$ cat src/rtl/core/sss_pkg.sv
// Shared constants, types and the segment table for the seven-segment scan serializer.
`default_nettype none

package sss_pkg;

  // Default number of multiplexed digits on the display.
  localparam int DIGIT_COUNT_DEFAULT = 4;

  // Width of the value to show and of one serial frame.
  localparam int VALUE_W = 16;
  localparam int FRAME_W = 16;
  localparam int BYTE_W  = 8;
  localparam int DIGIT_W = 4;
  localparam int BITNUM_W = 4;

  // Reciprocal of ten for 16-bit dividends: q = (v * RECIP) >> RECIP_SHIFT.
  localparam int PROD_W      = 32;
  localparam int RECIP_SHIFT = 19;
  localparam int QUOT_W      = PROD_W - RECIP_SHIFT;
  localparam logic [VALUE_W-1:0] RECIP = 16'hCCCD;

  // Frame queue between the front and the back.
  localparam int QUEUE_DEPTH = 2;

  // Last bit of a frame, where the shift register outputs latch.
  localparam logic [BITNUM_W-1:0] LAST_BIT = 4'd15;

  // Segment patterns for a common-anode display, active low.
  localparam logic [BYTE_W-1:0] SEG_0 = 8'hC0;
  localparam logic [BYTE_W-1:0] SEG_1 = 8'hF9;
  localparam logic [BYTE_W-1:0] SEG_2 = 8'hA4;
  localparam logic [BYTE_W-1:0] SEG_3 = 8'hB0;
  localparam logic [BYTE_W-1:0] SEG_4 = 8'h99;
  localparam logic [BYTE_W-1:0] SEG_5 = 8'h92;
  localparam logic [BYTE_W-1:0] SEG_6 = 8'h82;
  localparam logic [BYTE_W-1:0] SEG_7 = 8'hF8;
  localparam logic [BYTE_W-1:0] SEG_8 = 8'h80;
  localparam logic [BYTE_W-1:0] SEG_9 = 8'h90;

  // Fill level of the frame queue as seen by its neighbors.
  typedef struct packed {
    logic empty;
    logic full;
  } q_status_t;

  function automatic logic [BYTE_W-1:0] seg_of(input logic [DIGIT_W-1:0] digit);
    logic [BYTE_W-1:0] seg;
    case (digit)
      4'd0: seg = SEG_0;
      4'd1: seg = SEG_1;
      4'd2: seg = SEG_2;
      4'd3: seg = SEG_3;
      4'd4: seg = SEG_4;
      4'd5: seg = SEG_5;
      4'd6: seg = SEG_6;
      4'd7: seg = SEG_7;
      4'd8: seg = SEG_8;
      4'd9: seg = SEG_9;
      default: seg = SEG_0;
    endcase
    return seg;
  endfunction

endpackage

`default_nettype wire

$ cat src/rtl/core/seven_segment_scan_serializer_core.sv
// Top level of the multiplexed seven-segment scan serializer: front, frame queue and shifter.
// Timing: the delay from an accepted value item to its first bit item grows with DIGIT, the
//   scan position, as the divide-by-ten loop divides once for each lower digit.
// Throughput: the shifter sends one bit a cycle while the receiver does not stall.
// Reset: rst is synchronous and active high; it returns the scan position to digit 0 and
//   empties the frame queue and the output register.
`default_nettype none

module seven_segment_scan_serializer_core #(
  parameter int DIGIT_COUNT = sss_pkg::DIGIT_COUNT_DEFAULT
) (
  input  wire logic                         clk,
  input  wire logic                         rst,
  // Value channel: one item is one display refresh.
  input  wire logic                         value_valid,
  output logic                              value_stall,
  input  wire logic [sss_pkg::VALUE_W-1:0]  value,
  // Bit channel: sixteen items per refresh, for the chained shift registers.
  output logic                              bit_valid,
  input  wire logic                         bit_stall,
  output logic                              serial_bit,
  output logic [sss_pkg::BITNUM_W-1:0]      bit_number,
  output logic                              latch_strobe
);

  // The front takes a value, walks it down by repeated division by ten to the digit
  // at the current scan position, looks up the active-low segment byte and pairs it
  // with the one-hot digit select byte. The finished 16-bit frame goes into a short
  // queue, so the front can already work on the next value while the back still
  // shifts out the previous frame.
  logic                         push;
  logic [sss_pkg::FRAME_W-1:0]  wr_frame;
  logic                         pop;
  logic [sss_pkg::FRAME_W-1:0]  rd_frame;
  sss_pkg::q_status_t           q_status;

  sss_front #(
    .DIGIT_COUNT (DIGIT_COUNT)
  ) u_front (
    .clk         (clk),
    .rst         (rst),
    .value_valid (value_valid),
    .value_stall (value_stall),
    .value       (value),
    .push        (push),
    .frame       (wr_frame),
    .q_status    (q_status)
  );

  sss_queue u_queue (
    .clk      (clk),
    .rst      (rst),
    .push     (push),
    .wr_frame (wr_frame),
    .pop      (pop),
    .rd_frame (rd_frame),
    .status   (q_status)
  );

  // The back sends the segment byte first, then the select byte, MSB first, and
  // marks the sixteenth bit so the shift register outputs latch on it. Its output
  // register lets the next bit wait while the receiver stalls.
  sss_back u_back (
    .clk          (clk),
    .rst          (rst),
    .q_status     (q_status),
    .rd_frame     (rd_frame),
    .pop          (pop),
    .bit_valid    (bit_valid),
    .bit_stall    (bit_stall),
    .serial_bit   (serial_bit),
    .bit_number   (bit_number),
    .latch_strobe (latch_strobe)
  );

endmodule

`default_nettype wire

$ cat src/rtl/core/sss_front.sv
// Front part: takes refresh items, extracts the scanned digit and builds the frame.
`default_nettype none

module sss_front #(
  parameter int DIGIT_COUNT = sss_pkg::DIGIT_COUNT_DEFAULT
) (
  input  wire logic                        clk,
  input  wire logic                        rst,
  input  wire logic                        value_valid,
  output logic                             value_stall,
  input  wire logic [sss_pkg::VALUE_W-1:0] value,
  output logic                             push,
  output logic [sss_pkg::FRAME_W-1:0]      frame,
  input  wire sss_pkg::q_status_t          q_status
);

  localparam int IDX_W = (DIGIT_COUNT > 1) ? $clog2(DIGIT_COUNT) : 1;
  localparam logic [IDX_W-1:0] LAST_IDX = IDX_W'(DIGIT_COUNT - 1);

  typedef enum logic [1:0] {S_IDLE, S_DIV, S_REM, S_PUSH} state_t;

  state_t                          state;
  logic [IDX_W-1:0]                scan_index;
  logic [IDX_W-1:0]                cnt;
  logic [sss_pkg::VALUE_W-1:0]     work;
  logic [sss_pkg::QUOT_W-1:0]      quot;
  logic [sss_pkg::BYTE_W-1:0]      sel;

  logic                            take;
  logic [sss_pkg::PROD_W-1:0]      product;
  logic [sss_pkg::VALUE_W-1:0]     rem;
  logic [IDX_W-1:0]                scan_index_next;

  // A new item is taken when idle, or while the finished frame leaves this cycle.
  assign value_stall = !((state == S_IDLE) || ((state == S_PUSH) && !q_status.full));
  assign take        = value_valid && !value_stall;
  assign push        = (state == S_PUSH);

  // Divide by ten through the reciprocal; the remainder uses the registered quotient.
  assign product = sss_pkg::PROD_W'(work) * sss_pkg::PROD_W'(sss_pkg::RECIP);
  assign rem     = work - sss_pkg::VALUE_W'({quot, 3'b000})
                        - sss_pkg::VALUE_W'({quot, 1'b0});

  assign scan_index_next = (scan_index == LAST_IDX) ? '0 : scan_index + IDX_W'(1);

  always_ff @(posedge clk) begin
    if (rst) begin
      state      <= S_IDLE;
      scan_index <= '0;
    end else begin
      case (state)
        S_IDLE: begin
          if (take) begin
            work       <= value;
            cnt        <= scan_index;
            sel        <= sss_pkg::BYTE_W'(1) << scan_index;
            scan_index <= scan_index_next;
            state      <= S_DIV;
          end
        end
        S_DIV: begin
          if (cnt != '0) begin
            work <= sss_pkg::VALUE_W'(product[sss_pkg::PROD_W-1:sss_pkg::RECIP_SHIFT]);
            cnt  <= cnt - IDX_W'(1);
          end else begin
            quot  <= product[sss_pkg::PROD_W-1:sss_pkg::RECIP_SHIFT];
            state <= S_REM;
          end
        end
        S_REM: begin
          frame <= {sss_pkg::seg_of(rem[sss_pkg::DIGIT_W-1:0]), sel};
          state <= S_PUSH;
        end
        S_PUSH: begin
          if (take) begin
            work       <= value;
            cnt        <= scan_index;
            sel        <= sss_pkg::BYTE_W'(1) << scan_index;
            scan_index <= scan_index_next;
            state      <= S_DIV;
          end else if (!q_status.full) begin
            state <= S_IDLE;
          end
        end
        default: state <= S_IDLE;
      endcase
    end
  end

  a_scan_in_range: assert property (@(posedge clk) disable iff (rst)
    scan_index <= LAST_IDX)
    else $error("scan position out of range");

  a_remainder_digit: assert property (@(posedge clk) disable iff (rst)
    (state == S_REM) |-> (rem < sss_pkg::VALUE_W'(10)))
    else $error("remainder is not a decimal digit");

endmodule

`default_nettype wire

$ cat src/rtl/core/sss_queue.sv
// Short frame queue between the front and the back.
`default_nettype none

module sss_queue (
  input  wire logic                        clk,
  input  wire logic                        rst,
  input  wire logic                        push,
  input  wire logic [sss_pkg::FRAME_W-1:0] wr_frame,
  input  wire logic                        pop,
  output logic [sss_pkg::FRAME_W-1:0]      rd_frame,
  output sss_pkg::q_status_t               status
);

  localparam int PTR_W = (sss_pkg::QUEUE_DEPTH > 1) ? $clog2(sss_pkg::QUEUE_DEPTH) : 1;
  localparam int CNT_W = $clog2(sss_pkg::QUEUE_DEPTH + 1);
  localparam logic [PTR_W-1:0] LAST_PTR = PTR_W'(sss_pkg::QUEUE_DEPTH - 1);

  logic [sss_pkg::FRAME_W-1:0] entries [sss_pkg::QUEUE_DEPTH];
  logic [PTR_W-1:0]            wr_ptr;
  logic [PTR_W-1:0]            rd_ptr;
  logic [CNT_W-1:0]            count;
  logic                        do_push;
  logic                        do_pop;

  assign status.empty = (count == '0);
  assign status.full  = (count == CNT_W'(sss_pkg::QUEUE_DEPTH));
  assign do_push      = push && !status.full;
  assign do_pop       = pop && !status.empty;
  assign rd_frame     = entries[rd_ptr];

  always_ff @(posedge clk) begin
    if (rst) begin
      wr_ptr <= '0;
      rd_ptr <= '0;
      count  <= '0;
    end else begin
      if (do_push) begin
        entries[wr_ptr] <= wr_frame;
        wr_ptr          <= (wr_ptr == LAST_PTR) ? '0 : wr_ptr + PTR_W'(1);
      end
      if (do_pop) begin
        rd_ptr <= (rd_ptr == LAST_PTR) ? '0 : rd_ptr + PTR_W'(1);
      end
      if (do_push && !do_pop) begin
        count <= count + CNT_W'(1);
      end else if (do_pop && !do_push) begin
        count <= count - CNT_W'(1);
      end
    end
  end

  a_count_bounded: assert property (@(posedge clk) disable iff (rst)
    count <= CNT_W'(sss_pkg::QUEUE_DEPTH))
    else $error("queue count exceeds its depth");

endmodule

`default_nettype wire

$ cat src/rtl/core/sss_back.sv
// Back part: shifts each queued frame out one bit per item, MSB first.
`default_nettype none

module sss_back (
  input  wire logic                         clk,
  input  wire logic                         rst,
  input  wire sss_pkg::q_status_t           q_status,
  input  wire logic [sss_pkg::FRAME_W-1:0]  rd_frame,
  output logic                              pop,
  output logic                              bit_valid,
  input  wire logic                         bit_stall,
  output logic                              serial_bit,
  output logic [sss_pkg::BITNUM_W-1:0]      bit_number,
  output logic                              latch_strobe
);

  logic                          active;
  logic [sss_pkg::FRAME_W-1:0]   sr;
  logic [sss_pkg::BITNUM_W-1:0]  nbit;
  logic                          advance;

  // The output register moves when it is empty or its item is taken.
  assign advance = !bit_valid || !bit_stall;
  assign pop     = advance && !active && !q_status.empty;

  always_ff @(posedge clk) begin
    if (rst) begin
      bit_valid <= 1'b0;
      active    <= 1'b0;
    end else if (advance) begin
      if (active) begin
        serial_bit   <= sr[sss_pkg::FRAME_W-1];
        sr           <= {sr[sss_pkg::FRAME_W-2:0], 1'b0};
        bit_number   <= nbit;
        latch_strobe <= (nbit == sss_pkg::LAST_BIT);
        active       <= (nbit != sss_pkg::LAST_BIT);
        nbit         <= nbit + sss_pkg::BITNUM_W'(1);
        bit_valid    <= 1'b1;
      end else if (!q_status.empty) begin
        serial_bit   <= rd_frame[sss_pkg::FRAME_W-1];
        sr           <= {rd_frame[sss_pkg::FRAME_W-2:0], 1'b0};
        bit_number   <= '0;
        latch_strobe <= 1'b0;
        active       <= 1'b1;
        nbit         <= sss_pkg::BITNUM_W'(1);
        bit_valid    <= 1'b1;
      end else begin
        bit_valid <= 1'b0;
      end
    end
  end

  a_active_has_output: assert property (@(posedge clk) disable iff (rst)
    active |-> bit_valid)
    else $error("frame in progress without a held output bit");

  a_idle_ends_frame: assert property (@(posedge clk) disable iff (rst)
    (bit_valid && !active) |-> latch_strobe)
    else $error("shifter left a frame before its last bit");

  a_bits_contiguous: assert property (@(posedge clk) disable iff (rst)
    (bit_valid && !bit_stall && (bit_number != sss_pkg::LAST_BIT)) |=>
      (bit_valid && (bit_number == sss_pkg::BITNUM_W'($past(bit_number) + 4'd1))))
    else $error("gap or skip inside a frame");

endmodule

`default_nettype wire

$ cat config.mk
export PLATFORM = sky130hd
export DESIGN_NAME = seven_segment_scan_serializer_core
export DESIGN_NICKNAME = d
export VERILOG_FILES = /design/src/rtl/core/sss_pkg.sv /design/src/rtl/core/seven_segment_scan_serializer_core.sv /design/src/rtl/core/sss_front.sv /design/src/rtl/core/sss_queue.sv /design/src/rtl/core/sss_back.sv
export SDC_FILE = /design/constraint.sdc
export NUM_CORES = 1
export LEC_CHECK = 0
export ABC_AREA = 1
export BUFFER_PORTS_ARGS = -buffer_cell sky130_fd_sc_hd__buf_2
export CAP_MARGIN = 25
export CORE_MARGIN = 2
export CORE_UTILIZATION = 50
export CTS_BUF_LIST = sky130_fd_sc_hd__clkbuf_4 sky130_fd_sc_hd__clkbuf_8
export DETAILED_ROUTE_END_ITERATION = 7
export GPL_ROUTABILITY_DRIVEN = 0
export GPL_TIMING_DRIVEN = 1
export MAX_ROUTING_LAYER = met4
export PLACE_DENSITY = 0.66
export SYNTH_ARGS = -nofsm -noshare
export SYNTH_HDL_FRONTEND = slang
export SYNTH_SLANG_ARGS = --single-unit
$ cat constraint.sdc
create_clock -name clk -period 12.4 [get_ports clk]
set_input_delay 0.62 -clock clk [delete_from_list [all_inputs] [get_ports clk]]
set_output_delay 0.62 -clock clk [all_outputs]
set_load 0.05 [all_outputs]
# Word-level counts from Yosys, hierarchy flattened
# Memory sizes are Yosys's and may differ from the RTL's. A register that Yosys moved wholly into a read port is not among the register bits.
# Cells that the tools add are included.
# totals
register_bits	80
out_inout_bits	8
romBits	112
ramBits	32
mem_count	2
word_cells	110
input_bits	20
# memory_table
name	depth	width	rd	rd_clocked_by_memory_dff	write_ports	line	rtl
(no name shown)	16	7	1	1	0	sss_pkg.sv:48	case (digit)
u_queue.entries	2	16	1	1	1	sss_queue.sv:18	logic [sss_pkg::FRAME_W-1:0] entries [sss_pkg::QUEUE_DEPTH];
# op_classes
bitwise	2
add_sub_neg	9
multipliers	1
n_eq_ne	13
n_reduce_logical	30
mux	34
n_shift	1
# ops
op	count
$mux W16	4
$mul A16 B16 Y32 const B	1
$pmux W16 S2	1
$mux W2	9
$mux W4	4
$mux W1	14
$reduce_and A3 Y1	4
$eq A2 B2 Y1 const B	4
$logic_not A1 Y1	8
$pmux W2 S4	1
$shl A1 B2 Y8 const A	1
$sub A4 B4 Y4	2
$logic_and A1 B1 Y1	7
$ne A2 B1 Y1 const B	3
$reduce_bool A2 Y1	3
$add A2 B1 Y2 const B	2
$add A4 B1 Y4 const B	1
$eq A4 B4 Y1 const B	1
$logic_not A2 Y1	2
$ne A2 B2 Y1 const B	2
$ne A4 B4 Y1 const B	1
$pmux W2 S2	1
$reduce_and A2 Y1	2
$reduce_and A4 Y1	1
7 further kinds	11

# Logic depth before layout (Yosys ltp)
# depth
word_depth	8
depth_mapped	24
mapped_depth_nobuf	24

# Cells and area by module
# Synthesis repeated with hierarchy kept, for this count alone.
# unflattened
hier_cells	1076
hier_area_um2	9810.7
# modules_own_cells
mod	area_each_um2	cells_per_inst	instances	seq_area_each_um2
sss_front	7188.1	878	1	1161.1
sss_queue	1471.4	88	1	1061.0
sss_back	1151.1	110	1	790.8

# Least setup slack after synthesis
# Ideal clock, no wire load.
# synth_timing
path_kind	register to register
from	reg u_front.work[8] (netlist name)
to	reg u_front.work[4] (netlist name), data pin
slack_ps	7362
arrival_time_ps	4785
period_less_slack_ps	5038
stages_incl_launch_ff	23
n_path_buf	0
setup_time_ps	253
required_ps	12147
path_cell_list	edfxtp_1 ha_1 inv_1 fa_1 inv_1 fa_1 inv_1 fa_1 inv_1 fa_1 inv_1 fa_1 inv_1 ha_1 nand2_1 nor2_1 inv_1 nor2_1 nand3_1 nand3_1 or2_2 nand3_1 nand2_1
# synth_between
elab_chain_cells	3
# synth_rtl
element	line	rtl
start, declared	sss_front.sv:25	logic [sss_pkg::VALUE_W-1:0] work;
start signal, assigned	sss_front.sv:54	work <= value;
start signal, assigned	sss_front.sv:63	work <= sss_pkg::VALUE_W'(product[sss_pkg::PROD_W-1:sss_pkg::RECIP_SHIFT]);
start signal, assigned	sss_front.sv:76	work <= value;
$mul A16 B16 Y32	sss_front.sv:40	assign product = sss_pkg::PROD_W'(work) * sss_pkg::PROD_W'(sss_pkg::RECIP);
$mux W16	sss_front.sv:62	if (cnt != '0) begin
$pmux W16 S2	sss_front.sv:51	case (state)
# No other way between the ends. The select of a mux whose other input is x is not followed.
# A chain may end at the register's enable or synchronous reset.

# Final worst setup path
# layout_timing
from	reg u_front.work[8] (netlist name)
to	reg u_front.work[6] (netlist name), data pin
# The elaborated chain is that of the path after synthesis.

==> results.json <==
{
  "status": "finished clean",
  "critPathMostFrequentCell": "inv_1",
  "setup_viol": 0,
  "num_rows": 49,
  "cp-start-kind": "flip-flop",
  "tightest_slew_ns": 0.897,
  "final.min_clock_period_ns": 5.73,
  "die_x_um": 140,
  "relSlewSlack_pct": 40.0,
  "setup.worst_path.end_class": "flip-flop",
  "io_pins": 28,
  "muxShareOfSynthArea_pct": 0,
  "grt_pass1_wl_um": 34900,
  "vias_per_cell": 5.00,
  "place_area_um2": 9740,
  "synth.top_cell.area_share_pct": 26.8,
  "maxSlewViolCount": 0,
  "drt_iter0_drc": 278,
  "yosysUniqueCellTypes": 28,
  "finalCritPeriodShare_pct": 46.2,
  "syn2layout_area_growth_pct": 6.60,
  "wl_per_cell_um": 15.5,
  "cap_violations": 0,
  "grt_pass1_vias": 6926,
  "worstPathRequired_ns": 12.50,
  "antenna_found_initial": 2,
  "synth_xor_area_share_pct": 1.22,
  "syn_avg_cell_area_um2": 8.70,
  "synth-adder-area-share_pct": 37.1,
  "crit_slowest_cell": "edfxtp_1",
  "cts_buffers": 9,
  "yosys_warnings": 0,
  "synth-compound-area-share_pct": 6.09,
  "netlist_area_um2": 9310,
  "postRouteAntennaNets": 0,
  "clock_sinks": 94,
  "hp-class": "reg2reg",
  "hold_buffers": 0,
  "max_freq_mhz": 174,
  "post_synth_and_or_nand_nor_area_fraction_pct": 14.4,
  "drcViolationCount": 0,
  "die_h_um": 140,
  "crit_fanout": 5,
  "synth_cells": 1070,
  "grtUsageTotal_pct": 23.5,
  "overflow": 0,
  "mostFrequentLayoutCells": "inv_1, nand2_1, ha_1",
  "ys_seq_elements": 94,
  "cts_root_buf": "clkbuf_8",
  "syn_nets": 1318,
  "design_area_um2": 9930,
  "worst-path-buf-inv": 6,
  "rsz0062_at_grt": "no",
  "wirelength_um": 20700,
  "die_area_um2": 19700,
  "firstDrtPassIters": 7,
  "cts_resized": 0,
  "dpl.hpwl_um": 17600,
  "cts_tree": "built",
  "drive_gt1_share_pct": 5.32,
  "cp_slowest_stage_delay_ns": 0.58,
  "clockBufferDepth": 2,
  "worst_clock_skew_ns": 0.0173,
  "worstPathArrival_ns": 5.83,
  "placement.io_buffers": 27,
  "layout.nets": 1351,
  "cts-htree-levels": 3,
  "ys_seq_area_share_pct": 29.1,
  "num_vias": 6698,
  "final_common_cell": "inv_1",
  "crit_family": "adder cells",
  "insertion_delay_ns": 0.38,
  "crit_path_cell_trace": "ha_1 > inv_1 > fa_1 > inv_1 > fa_1 > inv_1 > fa_1 > inv_1 > fa_1 > inv_1 > fa_1 > inv_1 > ha_1 > nand2_1 > nor2_1 > nand2_1 > nor2_1 > nand2_1 > nand3_1 > nand2_1 > nand3_1 > nand2_1",
  "n_fill_cell": 1700,
  "grt_max_degree": 26,
  "cts_setup_buffers": 0,
  "coreArea_um2": 18100,
  "hold_violations": 0,
  "synth_top_area_cell": "edfxtp_1",
  "tns_ns": 0,
  "synth_area_leaders": "edfxtp_1, ha_1, fa_1",
  "start_util_pct": 51.3,
  "synth_top_family_by_area": "adder cells",
  "path_clk_slew_ns": 0.11,
  "worstSetupPathType": "reg2reg"
}
layer usage:
layer  routed length [um]  GRT usage, %  part of all wire [%]  up-vias
met2                 9810          38.5                    47      148
met4                  524          6.89                   2.5        0
met3                 1010          5.20                   4.9       34
li1                     -             -                     -     3383
met5                    0             -                     0        -
met1                 9360          29.5                    45     3133
flip-flops by register name (all words and copies together), names as in the netlist, 3 cells and up, named ones only:
name / count
u_front.quot: 3
u_front.frame: 11
u_front.work: 16
u_back.sr: 15
u_queue.entries: 22
u_front.sel: 4
u_back.bit_number: 4
u_back.nbit: 4
Yosys cell counts:
library cell,count
a21o_1,2
a21oi_1,64
a21oi_4,1
a31oi_1,1
and2_1,3
buf_2,2
clkbuf_1,7
clkinv_1,1
dfxtp_1,11
edfxtp_1,83
fa_1,80
ha_1,148
inv_1,287
inv_2,1
nand2_1,202
nand2_2,2
nand3_1,35
nand3b_1,3
nand4_1,5
nor2_1,68
nor3_1,8
o21a_1,2
o21ai_0,31
o21ai_2,1
o21bai_1,4
or2_2,5
xnor2_1,4
xor2_1,9
worst paths after layout:
kind / startpoint / end / slack (ns) / cells after the start
worst max-delay path: u_front.work[8]$_DFFE_PP_ / u_front.work[6]$_DFFE_PP_ / 6.67 / 22
worst min-delay path: u_front.sel[2]$_SDFFCE_PN0P_ / u_front.frame[2]$_DFFE_PP_ / 0.44 / 0
worst max register to register: u_front.work[8]$_DFFE_PP_ / u_front.work[6]$_DFFE_PP_ / 6.67 / 22
worst min register to register: u_front.sel[2]$_SDFFCE_PN0P_ / u_front.frame[2]$_DFFE_PP_ / 0.44 / 0
kinds of logic after synthesis:
logic type / count (synthesis)
XOR/XNOR: 13
AND/OR/NAND/NOR: 331
flip-flops: 94
adder cells (fa/ha/maj): 228
AO/OA/AOI/OAI: 106
buffers and inverters: 298
through the flow:
step | utilization (%) | hold WS (ns) | setup WS [ns] | std cells
finish | 54.7 | 0.438 | 6.67 | 1339
floorplan | - | 0.400 | 7.36 | 1070
global placement | 53.7 | 0.403 | 6.78 | 1321
global route | 54.7 | 0.454 | 6.42 | 1339
CTS | 54.7 | 0.444 | 6.72 | 1337
detailed placement | 53.7 | 0.406 | 6.75 | 1321
cell type report:
| cell class | count | area [um2] | area share (%) |
|---|---|---|---|
| clock inverter | 7 | 61.3 | 0.618 |
| timing repair buffer | 31 | 165 | 1.66 |
| antenna | 2 | 5.00 | 0.0504 |
| multi-input combinational | 678 | 5490 | 55.3 |
| clock buffer | 9 | 124 | 1.25 |
| tap | 229 | 287 | 2.89 |
| inverter | 289 | 1080 | 10.9 |
| sequential | 94 | 2710 | 27.3 |
Power is not shown: default switching activity piles up to over one toggle a cycle in this logic, so the estimate is an artifact.
